===== src/hdl/rsp_pkg.sv =====
`timescale 1ns / 1ps

package rsp_pkg;

  // parser phase
  typedef enum logic [1:0] {
    PhHeader = 2'd0,
    PhPath   = 2'd1,
    PhData   = 2'd2,
    PhDone   = 2'd3
  } phase_e;

  // event codes
  localparam logic [2:0] EvHeader = 3'd0;
  localparam logic [2:0] EvPath   = 3'd1;
  localparam logic [2:0] EvData   = 3'd2;
  localparam logic [2:0] EvEnd    = 3'd3;
  localparam logic [2:0] EvError  = 3'd4;

  // sticky error codes
  localparam logic [2:0] ErrNone     = 3'd0;
  localparam logic [2:0] ErrType     = 3'd1;
  localparam logic [2:0] ErrPathLen  = 3'd2;
  localparam logic [2:0] ErrSize     = 3'd3;
  localparam logic [2:0] ErrAfterEnd = 3'd4;

  // record type bytes
  localparam logic [7:0] TypeEnd   = 8'd0;
  localparam logic [7:0] TypeEntry = 8'd1;

  // header byte positions, type byte counted
  localparam logic [4:0] MtimeFirst    = 5'd5;
  localparam logic [4:0] SizeFirst     = 5'd13;
  localparam logic [4:0] PathLenFirst  = 5'd21;
  localparam logic [4:0] FixedHdrBytes = 5'd23;

  localparam logic [31:0] ModeMask = 32'o7777;

  // configuration register indexes
  localparam logic [1:0] CfgMaxPathLen   = 2'd0;
  localparam logic [1:0] CfgMaxEntrySize = 2'd1;

  localparam logic [15:0] MaxPathLenReset   = 16'd4096;
  localparam logic [63:0] MaxEntrySizeReset = 64'd268435456;

endpackage


===== src/hdl/record_stream_parser.sv =====
`timescale 1ns / 1ps

// timing: a result is registered and valid in the cycle after its byte is accepted
// throughput: one byte per cycle; a new byte is taken while the result
//   register drains, limited only by out_stall_i holding a full result register
// reset: config returns to 4096 / 2^28, parser waits for a record type byte,
//   sticky error cleared, result register empty
module record_stream_parser (
  input  logic        clk_i,
  input  logic        rst_ni,
  // configuration
  input  logic        cfg_we_i,
  input  logic [1:0]  cfg_index_i,
  input  logic [63:0] cfg_wdata_i,
  // input stream
  input  logic        in_valid_i,
  output logic        in_stall_o,
  input  logic [7:0]  stream_byte_i,
  // results
  output logic        out_valid_o,
  input  logic        out_stall_i,
  output logic [2:0]  event_res_o,
  output logic [7:0]  byte_value_o,
  output logic        entry_start_o,
  output logic        entry_end_o,
  output logic [11:0] file_mode_o,
  output logic [63:0] mod_time_o,
  output logic [63:0] entry_size_o,
  output logic [15:0] path_length_o,
  output logic [2:0]  error_code_o
);

  logic [15:0] max_path_len_q;
  logic [63:0] max_entry_size_q;

  rsp_pkg::phase_e phase_q, phase_d;
  logic [4:0]  hdr_cnt_q, hdr_cnt_d, hdr_cnt_inc;
  logic [31:0] mode_q, mode_d, mode_masked;
  logic [63:0] mtime_q, mtime_d;
  logic [63:0] size_q, size_d;
  logic [15:0] plen_q, plen_d;
  logic [15:0] path_rem_q, path_rem_d;
  logic [63:0] data_rem_q, data_rem_d;
  logic [2:0]  err_q, err_d;

  logic        accept;
  logic        out_valid_q, out_valid_d;

  logic [2:0]  ev;
  logic [7:0]  val;
  logic        start, fin;
  logic [11:0] fmode;
  logic [63:0] fmtime, fsize;
  logic [15:0] fplen;

  logic [2:0]  event_q;
  logic [7:0]  byte_q;
  logic        start_q, end_q;
  logic [11:0] fmode_q;
  logic [63:0] fmtime_q, fsize_q;
  logic [15:0] fplen_q;
  logic [2:0]  errc_q;

  // handshake: take a byte whenever the result register is free or draining
  assign in_stall_o = out_valid_q & out_stall_i;
  assign accept     = in_valid_i & ~in_stall_o;
  assign out_valid_d = accept | (out_valid_q & out_stall_i);

  // configuration registers
  always_ff @(posedge clk_i or negedge rst_ni) begin
    if (!rst_ni) begin
      max_path_len_q   <= rsp_pkg::MaxPathLenReset;
      max_entry_size_q <= rsp_pkg::MaxEntrySizeReset;
    end else if (cfg_we_i) begin
      case (cfg_index_i)
        rsp_pkg::CfgMaxPathLen:   max_path_len_q   <= cfg_wdata_i[15:0];
        rsp_pkg::CfgMaxEntrySize: max_entry_size_q <= cfg_wdata_i;
        default: ;
      endcase
    end
  end

  assign hdr_cnt_inc = hdr_cnt_q + 5'd1;
  assign mode_masked = mode_q & rsp_pkg::ModeMask;

  // parser next state and result for the byte on the input
  always_comb begin
    phase_d    = phase_q;
    hdr_cnt_d  = hdr_cnt_q;
    mode_d     = mode_q;
    mtime_d    = mtime_q;
    size_d     = size_q;
    plen_d     = plen_q;
    path_rem_d = path_rem_q;
    data_rem_d = data_rem_q;
    err_d      = err_q;
    ev         = rsp_pkg::EvHeader;
    val        = 8'd0;
    start      = 1'b0;
    fin        = 1'b0;
    fmode      = 12'd0;
    fmtime     = 64'd0;
    fsize      = 64'd0;
    fplen      = 16'd0;

    if (err_q != rsp_pkg::ErrNone) begin
      ev = rsp_pkg::EvError;
    end else begin
      case (phase_q)
        rsp_pkg::PhDone: begin
          err_d = rsp_pkg::ErrAfterEnd;
          ev    = rsp_pkg::EvError;
        end
        rsp_pkg::PhHeader: begin
          if (hdr_cnt_q == 5'd0) begin
            if (stream_byte_i == rsp_pkg::TypeEnd) begin
              phase_d = rsp_pkg::PhDone;
              ev      = rsp_pkg::EvEnd;
            end else if (stream_byte_i == rsp_pkg::TypeEntry) begin
              hdr_cnt_d = 5'd1;
            end else begin
              err_d = rsp_pkg::ErrType;
              ev    = rsp_pkg::EvError;
            end
          end else begin
            // big-endian shift into the field for this position
            if (hdr_cnt_q < rsp_pkg::MtimeFirst) begin
              mode_d = {mode_q[23:0], stream_byte_i};
            end else if (hdr_cnt_q < rsp_pkg::SizeFirst) begin
              mtime_d = {mtime_q[55:0], stream_byte_i};
            end else if (hdr_cnt_q < rsp_pkg::PathLenFirst) begin
              size_d = {size_q[55:0], stream_byte_i};
            end else begin
              plen_d = {plen_q[7:0], stream_byte_i};
            end
            hdr_cnt_d = hdr_cnt_inc;
            // path length check on the last fixed header byte
            if (hdr_cnt_inc >= rsp_pkg::FixedHdrBytes) begin
              if (plen_d == 16'd0 || plen_d > max_path_len_q) begin
                err_d = rsp_pkg::ErrPathLen;
                ev    = rsp_pkg::EvError;
              end else begin
                path_rem_d = plen_d;
                phase_d    = rsp_pkg::PhPath;
              end
            end
          end
        end
        rsp_pkg::PhPath: begin
          ev         = rsp_pkg::EvPath;
          val        = stream_byte_i;
          path_rem_d = path_rem_q - 16'd1;
          if (path_rem_d == 16'd0) begin
            if (size_q > max_entry_size_q) begin
              err_d = rsp_pkg::ErrSize;
              ev    = rsp_pkg::EvError;
              val   = 8'd0;
            end else begin
              start     = 1'b1;
              fmode     = mode_masked[11:0];
              fmtime    = mtime_q;
              fsize     = size_q;
              fplen     = plen_q;
              hdr_cnt_d = 5'd0;
              if (size_q == 64'd0) begin
                fin     = 1'b1;
                phase_d = rsp_pkg::PhHeader;
              end else begin
                data_rem_d = size_q;
                phase_d    = rsp_pkg::PhData;
              end
            end
          end
        end
        rsp_pkg::PhData: begin
          ev         = rsp_pkg::EvData;
          val        = stream_byte_i;
          data_rem_d = data_rem_q - 64'd1;
          if (data_rem_d == 64'd0) begin
            fin       = 1'b1;
            hdr_cnt_d = 5'd0;
            phase_d   = rsp_pkg::PhHeader;
          end
        end
        default: ;
      endcase
    end
  end

  // parser state
  always_ff @(posedge clk_i or negedge rst_ni) begin
    if (!rst_ni) begin
      phase_q    <= rsp_pkg::PhHeader;
      hdr_cnt_q  <= 5'd0;
      mode_q     <= 32'd0;
      mtime_q    <= 64'd0;
      size_q     <= 64'd0;
      plen_q     <= 16'd0;
      path_rem_q <= 16'd0;
      data_rem_q <= 64'd0;
      err_q      <= rsp_pkg::ErrNone;
    end else if (accept) begin
      phase_q    <= phase_d;
      hdr_cnt_q  <= hdr_cnt_d;
      mode_q     <= mode_d;
      mtime_q    <= mtime_d;
      size_q     <= size_d;
      plen_q     <= plen_d;
      path_rem_q <= path_rem_d;
      data_rem_q <= data_rem_d;
      err_q      <= err_d;
    end
  end

  // result valid flag
  always_ff @(posedge clk_i or negedge rst_ni) begin
    if (!rst_ni) begin
      out_valid_q <= 1'b0;
    end else begin
      out_valid_q <= out_valid_d;
    end
  end

  // result payload, loaded on every accepted transaction
  always_ff @(posedge clk_i) begin
    if (accept) begin
      event_q  <= ev;
      byte_q   <= val;
      start_q  <= start;
      end_q    <= fin;
      fmode_q  <= fmode;
      fmtime_q <= fmtime;
      fsize_q  <= fsize;
      fplen_q  <= fplen;
      errc_q   <= (ev == rsp_pkg::EvError) ? err_d : rsp_pkg::ErrNone;
    end
  end

  assign out_valid_o   = out_valid_q;
  assign event_res_o   = event_q;
  assign byte_value_o  = byte_q;
  assign entry_start_o = start_q;
  assign entry_end_o   = end_q;
  assign file_mode_o   = fmode_q;
  assign mod_time_o    = fmtime_q;
  assign entry_size_o  = fsize_q;
  assign path_length_o = fplen_q;
  assign error_code_o  = errc_q;

endmodule

===== config.mk =====
export PLATFORM = sky130hd
export DESIGN_NAME = record_stream_parser
export DESIGN_NICKNAME = d
export VERILOG_FILES = /design/src/hdl/rsp_pkg.sv /design/src/hdl/record_stream_parser.sv
export SDC_FILE = /design/constraint.sdc
export NUM_CORES = 1
export LEC_CHECK = 0
export BUFFER_PORTS_ARGS = -buffer_cell sky130_fd_sc_hd__buf_2
export CORE_MARGIN = 1.5
export CORE_UTILIZATION = 45
export DETAILED_ROUTE_END_ITERATION = 7
export PLACE_DENSITY = 0.76
export SETUP_SLACK_MARGIN = 0.4
export SYNTH_ARGS = -nofsm -noshare
export SYNTH_HDL_FRONTEND = slang
export SYNTH_SLANG_ARGS = --single-unit

===== constraint.sdc =====
create_clock -name clk_i -period 6.48 [get_ports clk_i]
set_input_delay 1.296 -clock clk_i [delete_from_list [all_inputs] [get_ports clk_i]]
set_output_delay 1.296 -clock clk_i [all_outputs]
set_load 0.005 [all_outputs]

### After elaboration in Yosys (flattened, before gate mapping)

Cells that the tools add are included.

| word-level totals | value |
|---|---|
| register bits after elaboration | 499 |
| input bits | 79 |

| operators by class | value |
|---|---|
| add/sub/neg operators | 3 |
| order comparisons | 6 |
| eq/ne operators | 18 |
| mux-type cells | 57 |
| bitwise gates (word level) | 10 |
| reduce and logical (&&, ||, !) cells | 25 |

Operators by type and width:

| cell | count |
|---|---|
| $mux 64 | 3 |
| $mux 16 | 9 |
| $logic_not 64->1 | 2 |
| $pmux 64 s2 | 1 |
| $gt 64x64->1 | 1 |
| $sub 64x1->64 const B | 1 |
| $mux 3 | 16 |
| $logic_not 16->1 | 2 |
| $pmux 16 s2 | 1 |
| $mux 5 | 6 |
| $reduce_and 6->1 | 3 |
| $gt 16x16->1 | 1 |
| $mux 2 | 8 |
| $mux 8 | 2 |
| $pmux 8 s2 | 1 |
| $sub 16x1->16 const B | 1 |
| $ne 3x3->1 const B | 5 |
| $pmux 5 s3 | 1 |
| $ne 2x2->1 const B | 7 |
| $pmux 3 s4 | 1 |
| $pmux 3 s3 | 1 |
| $reduce_and 9->1 | 1 |
| $eq 8x1->1 const B | 1 |
| $logic_not 8->1 | 1 |
| 26 further kinds | 43 |

### Depth between registers and ports, before layout

Gate-level depths: netlist of the first run.

| depth | value |
|---|---|
| depth in word-level cells | 15 |
| mapped depth | 17 |
| depth with buffers taken out | 14 |

### Worst setup path after synthesis of the first run

OpenSTA, ideal clock, no wires.

| path | value |
|---|---|
| kind | input to register |
| start point | input port out_stall_i |
| end point | register hdr_cnt_q[2] |
| setup time | 0.126 ns |
| arrival | 6.467 ns |
| path slack | -0.113 ns |
| cell stages on the path | 7 |
| path buffers | 0 |
| path through | nand2_1 -> and2_1 -> nand2_1 -> a21oi_1 -> o21a_1 -> o211ai_4 -> a221o_1 |

| between the ends | value |
|---|---|
| word-level cells in the longest chain between the ends | 4 |

Ends and longest elaborated chain:

| element | RTL line | text |
|---|---|---|
| start, declared | record_stream_parser.sv:21 | `input logic out_stall_i,` |
| $and 1x1->1 | record_stream_parser.sv:65 | `assign in_stall_o = out_valid_q & out_stall_i;` |
| $not 1->1 | record_stream_parser.sv:66 | `assign accept = in_valid_i & ~in_stall_o;` |
| $and 1x1->1 | record_stream_parser.sv:66 |  |
| via accept | record_stream_parser.sv:46 | `logic accept;` |
| $reduce_and 8->1 (no source line) | -- |  |
| end signal, assigned | record_stream_parser.sv:204 | `hdr_cnt_q <= hdr_cnt_d;` |
| end, declared | record_stream_parser.sv:37 | `logic [4:0] hdr_cnt_q, hdr_cnt_d, hdr_cnt_inc;` |

The timed path passes the listed nets, and every way through them passes these cells.
A chain may end at the register's enable or synchronous reset.

### Worst setup path in the final report of the first run

| path | value |
|---|---|
| start point | register size_q[63] |
| end point | register fmtime_q[6], in the netlist mod_time_o[6] (data pin) |

| between the ends | value |
|---|---|
| word-level cells in the longest chain between the ends | 2 |

Ends and longest elaborated chain:

| element | RTL line | text |
|---|---|---|
| start, declared | record_stream_parser.sv:40 | `logic [63:0] size_q, size_d;` |
| start signal, assigned | record_stream_parser.sv:207 | `size_q <= size_d;` |
| $gt 64x64->1 | record_stream_parser.sv:154 | `if (size_q > max_entry_size_q) begin` |
| $reduce_or 4->1 (no source line) | -- |  |
| end signal, assigned | record_stream_parser.sv:232 | `fmtime_q <= fmtime;` |
| end, declared | record_stream_parser.sv:60 | `logic [63:0] fmtime_q, fsize_q;` |

No other way between the ends.

==> results of run 1 <==
critical path, stage by stage (launching register included):
cell,delay [ns]
dfrtp_1,0.46
ha_1,0.34
nand4_1,0.23
nor4bb_1,0.88
nand4_1,0.47
nand2b_1,0.31
o21ai_1,0.50
and3_4,0.77
buf_4,0.47
and2_1,0.19
power by group:
| group | total [W] | internal (W) | leakage (nW) | switching (W) |
|---|---|---|---|---|
| Sequential | 0.00421 | 0.00368 | 5.99 | 0.000528 |
| Clock | 0.00342 | 0.00206 | 0.962 | 0.00135 |
| Combinational | 0.00229 | 0.000943 | 5.92 | 0.00134 |
| Total | 0.00991 | 0.00669 | 12.9 | 0.00323 |
cell type report:
class                      instances  share of cell area
tap                              696             0.03081
clock inverter                    36             0.01992
sequential                       499              0.4724
antenna                            1          0.00008854
clock buffer                      64             0.05020
multi-input combinational       1403              0.3600
timing repair buffer             270             0.05109
inverter                         117             0.01554
Yosys cell counts (12+ instances only):
library cell | count | area (sq um)
a21o_1 | 13 | 97.59
a21oi_1 | 107 | 535.5
a31oi_1 | 15 | 93.84
and2_1 | 168 | 1051
and3_1 | 12 | 75.07
clkbuf_1 | 94 | 352.8
dfrtp_1 | 325 | 8133
edfxtp_1 | 172 | 5165
ha_1 | 91 | 1139
inv_1 | 117 | 439.2
mux2_2 | 225 | 2534
nand2_1 | 116 | 435.4
nand3_1 | 48 | 240.2
nand4_1 | 43 | 269.0
nor2_1 | 98 | 367.9
nor3_1 | 39 | 195.2
nor4_1 | 50 | 312.8
o21ai_0 | 95 | 475.5
o22ai_1 | 57 | 356.6
or2_2 | 16 | 100.1
or3_1 | 13 | 81.33
or4_1 | 13 | 97.59
metrics by stage:
stage	worst slack (ns)	hold WS (ns)	utilization	std cells	power (W)
floorplan	1.816	0.4630	-	2127	0.005794
global placement	1.713	0.4822	0.4902	2985	0.006387
detailed placement	1.694	0.4887	0.4902	2985	0.006495
CTS	1.682	0.5029	0.5272	3085	0.009926
global route	1.392	0.5221	0.5273	3086	0.01040
finish	1.659	0.5002	0.5273	3086	0.009914
worst max-delay path by stage:
stage | from | end | slack [ns] | cells after the start
6_report | size_q[63]$_DFFE_PN0P_ | mod_time_o[6]$_SDFFCE_PP0P_ | 1.66 | 9
5_1_grt | size_q[63]$_DFFE_PN0P_ | mod_time_o[6]$_SDFFCE_PP0P_ | 1.39 | 9
4_1_cts | size_q[63]$_DFFE_PN0P_ | entry_size_o[1]$_SDFFCE_PP0P_ | 1.68 | 9
3_5_place_dp | size_q[63]$_DFFE_PN0P_ | entry_size_o[1]$_SDFFCE_PP0P_ | 1.69 | 9
3_3_place_gp | size_q[63]$_DFFE_PN0P_ | entry_size_o[1]$_SDFFCE_PP0P_ | 1.71 | 9
2_1_floorplan | out_stall_i | hdr_cnt_q[2]$_DFFE_PN0P_ | 1.82 | 7
routing by layer:
layer  vias up  global-route usage
li1       8205                   -
met1      8894              0.3182
met2       594              0.3724
met3       154             0.04045
met4         4             0.09443
met5         -                   0
flip-flops by register name, indices dropped and copies added (netlist names), 2 cells and up:
name              flops
event_res_o           3
plen_q               16
data_rem_q           64
mod_time_o           64
error_code_o          3
byte_value_o          8
size_q               64
hdr_cnt_q             5
mtime_q              64
file_mode_o          12
path_length_o        16
phase_q               2
path_rem_q           16
max_entry_size_q     64
err_q                 3
max_path_len_q       16
entry_size_o         64
mode_q               12
kinds of logic (layout without fill, tap and decap cells):
| logic type | count (synthesis) | in the layout | synth area share |
|---|---|---|---|
| AOI/OAI and AO/OA | 382 | 382 | 0.09853 |
| xor gates and xnor gates | 19 | 19 | 0.006840 |
| adders and majority gates | 91 | 91 | 0.04680 |
| buffers and inverters | 225 | 487 | 0.03533 |
| DFF | 499 | 499 | 0.5487 |
| muxes | 235 | 235 | 0.1083 |
| other | 0 | 1 | 0 |
| and+or+nand+nor | 676 | 676 | 0.1555 |
==> impl_metrics.json, run 1 <==
{
  "status": "complete, but fails checks",
  "violations": "DRC",
  "numCtsBuffers": 53,
  "synth.avg_cell_area_sq_um": 11.44,
  "cts_hold_buf": 0,
  "grt_pass1_wl_um": 102500,
  "io-pin-count": 253,
  "layout_common_cells": "325 x dfrtp_1, 251 x buf_2, 225 x mux2_2, 172 x edfxtp_1, 167 x and2_1",
  "arrival_ns": 5.29,
  "h-tree-depth": 2,
  "overflow": 0,
  "r2r-end": "mod_time_o[6]$_SDFFCE_PP0P_",
  "cts_tree": "built",
  "syn-num-nets": 2297,
  "ys_warn_count": 0,
  "hold_class": "flop to flop",
  "first_pass_iters": 8,
  "m1WireLength_um": 28190,
  "cts_root_buffer": "clkbuf_16",
  "synthArstFlopShare": 0.6553,
  "ant_nets": 0,
  "grt_pass1_vias": 17720,
  "synthCells": 2127,
  "rsz0062_at_grt": "false",
  "highest_layer": "met5",
  "seq_area_frac_synth": 0.5487,
  "mostFrequentLayoutCell": "dfrtp_1",
  "slew_headroom": 0.2314,
  "multi_input_area_sq_um": 10170,
  "synth.distinct_cells": 82,
  "insertion_delay_ns": 0.64,
  "fin_crit_ns": 4.821,
  "cts.sinks": 499,
  "antenna_found_initial": 5,
  "finalHoldViolations": 0,
  "hp-start": "mode_q[8]$_DFFE_PN0P_",
  "route.met2.wl_um": 30470,
  "clock_path_buffers": 3,
  "drv_slew": 0,
  "finClkSkew_ns": 0.04819,
  "wl_met3_um": 3754,
  "period_share": 0.7440,
  "placed_area_sq_um": 26280,
  "vias": 17850,
  "seq_area_sq_um": 13350,
  "syn_area_sq_um": 24330,
  "fin_area_sq_um": 28260,
  "postCtsSetupBuffers": 0,
  "nFillCells": 4531,
  "synth_seq_cells": 499,
  "setup_viol": 0,
  "die_height_um": 235.5,
  "initial_core_util": 0.4539,
  "power_density_nw_per_um2": 350.8,
  "crit_fanout": 70,
  "r2r_slack_ns": 1.66,
  "hold-path-endpoint": "mode_q[8]$_DFFE_PN0P_",
  "worstReg2RegStart": "size_q[63]$_DFFE_PN0P_",
  "cp_data_required_time_ns": 6.95,
  "io_buffer_count": 252,
  "area_growth_syn_to_layout_pct": 16.16,
  "p_leak_nw": 12.87,
  "fin_nets": 2514,
  "max_cap_viol_count": 0,
  "fin_tns_setup_ns": 0,
  "synth_edf_count": 172,
  "cts_resized": 0,
  "cts.reportedPaths.clkPinSlew_ns": 0.06,
  "routed_wl_um": 64980,
  "dp_hpwl_um": 44330,
  "vdd_drop_max_uv": 223.0,
  "rows": 85,
  "crit_path_start_kind": "flop",
  "grt_usage": 0.2339,
  "synth_top_flop_cell": "dfrtp_1",
  "drt-vias-per-instance": 5.785,
  "initialDrtViolationCount": 1158,
  "drc": 1,
  "wl_per_cell_um": 21.06,
  "grt_start_max_net_pins": 176,
  "hold_path_depth": 1,
  "dieArea_sq_um": 55470,
  "critPathCaptureType": "flop",
  "core-area_sq_um": 53600,
  "drive_gt1_frac": 0.2679,
  "die_x_um": 235.5,
  "timing.fmax_mhz": 207.4,
  "place_congestion": 0.9265,
  "path_class": "flop to flop",
  "tightest_slew_ns": 1.150,
  "reg2regPathDepth": 9
}
Note: power is estimated with default switching activity, not from simulation.
==> inputs of run 2 (changes only) <==
ABC_AREA = 1   (was not set)
clock period = 4.6 ns   (was 6.48 ns; I/O delays follow)
==> impl_metrics.json, run 2 <==
{
  "status": "finished, final reports clean",
  "synth_simple_gate_area_frac": 0.2204,
  "dieArea_sq_um": 57480,
  "max_cap_viol_count": 0,
  "drc": 0,
  "antenna_found_initial": 4,
  "h-tree-depth": 2,
  "initialDrtViolationCount": 1736,
  "postCtsSetupBuffers": 0,
  "rsz0062_at_grt": "false",
  "synthAdderAreaFrac": 0.04515,
  "place_congestion": 0.9815,
  "vdd_drop_max_uv": 438.3,
  "place_ws_ns": 0.8560,
  "worstReg2RegStart": "hdr_cnt_q[0]$_DFFE_PN0P_",
  "synth_seq_cells": 499,
  "area_growth_syn_to_layout_pct": 15.05,
  "yosysMostFrequentCell": "nand2_1",
  "layout_common_cells": "634 x nand2_1, 468 x nor2_1, 404 x inv_1, 325 x dfrtp_1, 251 x buf_2",
  "first_pass_iters": 5,
  "grt_pass1_vias": 19550,
  "reg2regPathDepth": 16,
  "synth-compound-area-share": 0.1118,
  "crit_fanout": 33,
  "overflow": 0,
  "cts_root_buffer": "clkbuf_16",
  "io_buffer_count": 252,
  "critPathCaptureType": "flop",
  "yosys-mux-area-fraction": 0,
  "grt_pass1_wl_um": 105200,
  "io-pin-count": 253,
  "path_class": "flop to flop",
  "synth_edf_count": 172,
  "rows": 86,
  "crit_path_start_kind": "flop",
  "grt_start_max_net_pins": 129,
  "netlist_top_cells_area": "dfrtp_1 32%, edfxtp_1 20%, nand2_1 9.9%",
  "r2r_slack_ns": 0.97,
  "numCtsBuffers": 52,
  "slew_headroom": 0.3456,
  "power_density_nw_per_um2": 684.3,
  "synth_top_family_by_area": "simple AND/OR/NAND/NOR gates",
  "fin_ws_ns": 0.9706,
  "synthArstFlopShare": 0.6553,
  "ant_nets": 0,
  "synth_xor_area_frac": 0.01007,
  "finalHoldViolations": 0,
  "core-area_sq_um": 55200,
  "die_x_um": 239.7,
  "period_share": 0.7890,
  "vias": 20420,
  "mostFrequentLayoutCell": "nand2_1",
  "grt_usage": 0.2340,
  "drv_slew": 0,
  "seq_area_frac_synth": 0.5293,
  "dp_hpwl_um": 49300,
  "routed_wl_um": 67160,
  "synthCells": 2989,
  "fin_tns_setup_ns": 0,
  "drt-vias-per-instance": 5.092,
  "multi_input_area_sq_um": 9938,
  "netlist.area_leader.share": 0.3225,
  "die_height_um": 239.7,
  "wl_per_cell_um": 16.75,
  "synth_top_flop_cell": "dfrtp_1",
  "ys_warn_count": 0,
  "finalPower_w": 0.01986,
  "syn-num-nets": 3159,
  "hold_class": "primary input to async pin",
  "critical_path.endpoint": "path_rem_q[4]$_DFFE_PN0P_",
  "fin_crit_ns": 3.629,
  "yosysTopAreaCell": "dfrtp_1",
  "synthTopCellsByCount": "663 x nand2_1, 469 x nor2_1, 406 x inv_1, 325 x dfrtp_1, 269 x o21ai_0",
  "cts_tree": "built",
  "arrival_ns": 4.14,
  "clock_path_buffers": 3,
  "initial_core_util": 0.4569,
  "synth.avg_cell_area_sq_um": 8.438,
  "nFillCells": 5139,
  "fin_nets": 3384,
  "critPathLaunch": "hdr_cnt_q[0]$_DFFE_PN0P_",
  "insertion_delay_ns": 0.60,
  "drive_gt1_frac": 0.1639,
  "tightest_slew_ns": 0.9726,
  "synth.distinct_cells": 41,
  "cts.reportedPaths.clkPinSlew_ns": 0.06,
  "timing.fmax_mhz": 275.5,
  "setup_viol": 0,
  "seq_area_sq_um": 13350,
  "r2r-end": "path_rem_q[4]$_DFFE_PN0P_",
  "p_leak_nw": 13.62,
  "cp_data_required_time_ns": 5.11,
  "finClkSkew_ns": 0.01829,
  "syn_area_sq_um": 25220,
  "cts.sinks": 499
}
run 2: power breakdown:
part	leakage, nW	switching [W]	internal [W]
clock network	0.835	0.00177	0.00242
logic	6.77	0.00692	0.00294
registers	6.02	0.000605	0.00520
run 2: worst min-delay path by stage:
stage | endpoint | slack [ns] | cells after the start
after detailed placement | mtime_q[49]$_DFFE_PN0P_ | 0.47 | 2
after CTS | data_rem_q[15]$_DFFE_PN0P_ | 0.41 | 1
final | size_q[18]$_DFFE_PN0P_ | 0.35 | 1
after global routing | size_q[18]$_DFFE_PN0P_ | 0.42 | 1
after global placement | max_entry_size_q[2]$_DFFE_PN0P_ | 0.47 | 2
after floorplan | max_entry_size_q[10]$_DFFE_PN0P_ | 0.45 | 2
run 2: kinds of logic after synthesis:
| group | after synthesis |
|---|---|
| flops | 499 |
| xor+xnor | 29 |
| compound gates | 507 |
| fa+ha+maj | 91 |
| simple gates | 1342 |
| buf+inv | 521 |
run 2: repair_timing:
action / in CTS / in global routing
resized for setup: 0 / 1
hold endpoints to repair: 0 / 0
hold buffers: 0 / 0
setup endpoints to repair: 0 / 3
run 2: area by class of cell:
class,count,area share
sequential,499,0.4601
clock inverter,25,0.007460
inverter,416,0.05390
multi-input combinational,1970,0.3425
tap,748,0.03225
antenna,4,0.0003450
clock buffer,73,0.05110
timing repair buffer,275,0.05235
run 2: per-layer routing:
metal  routed length, um  part of all wire  GRT usage  up-vias
li1                    -                 -          -    10040
met1               28910              0.43     0.3148     9631
met2               32000              0.48     0.3813      624
met3                3854             0.057    0.03066      126
met4                2397             0.036    0.09705        0
met5                   0                 0          0        -
run 2: stage by stage:
step	hold slack (ns)	std cells	instance area (sq um)	util
final	0.3518	4010	29020	0.5257
after global routing	0.4248	4010	29020	0.5257
after CTS	0.4094	4005	28980	0.5250
after detailed placement	0.4729	3907	27280	0.4942
after global placement	0.4658	3907	27280	0.4942
after floorplan	0.4530	2989	25570	-
run 2: worst max-delay path: stages, from the launching register on:
cell     delay [ns]
dfrtp_1        0.46
nand2_1        0.12
nand3_2        0.10
nand2_2        0.33
o21ai_0        0.43
inv_1          0.11
ha_1           0.30
a21oi_1        0.17
o21a_1         0.13
nor2_1         0.03
o21ai_0        0.13
nand2_1        0.07
nand2_1        0.12
nand3_1        0.27
o32ai_4        0.45
o21ai_0        0.18
o21ai_1        0.12
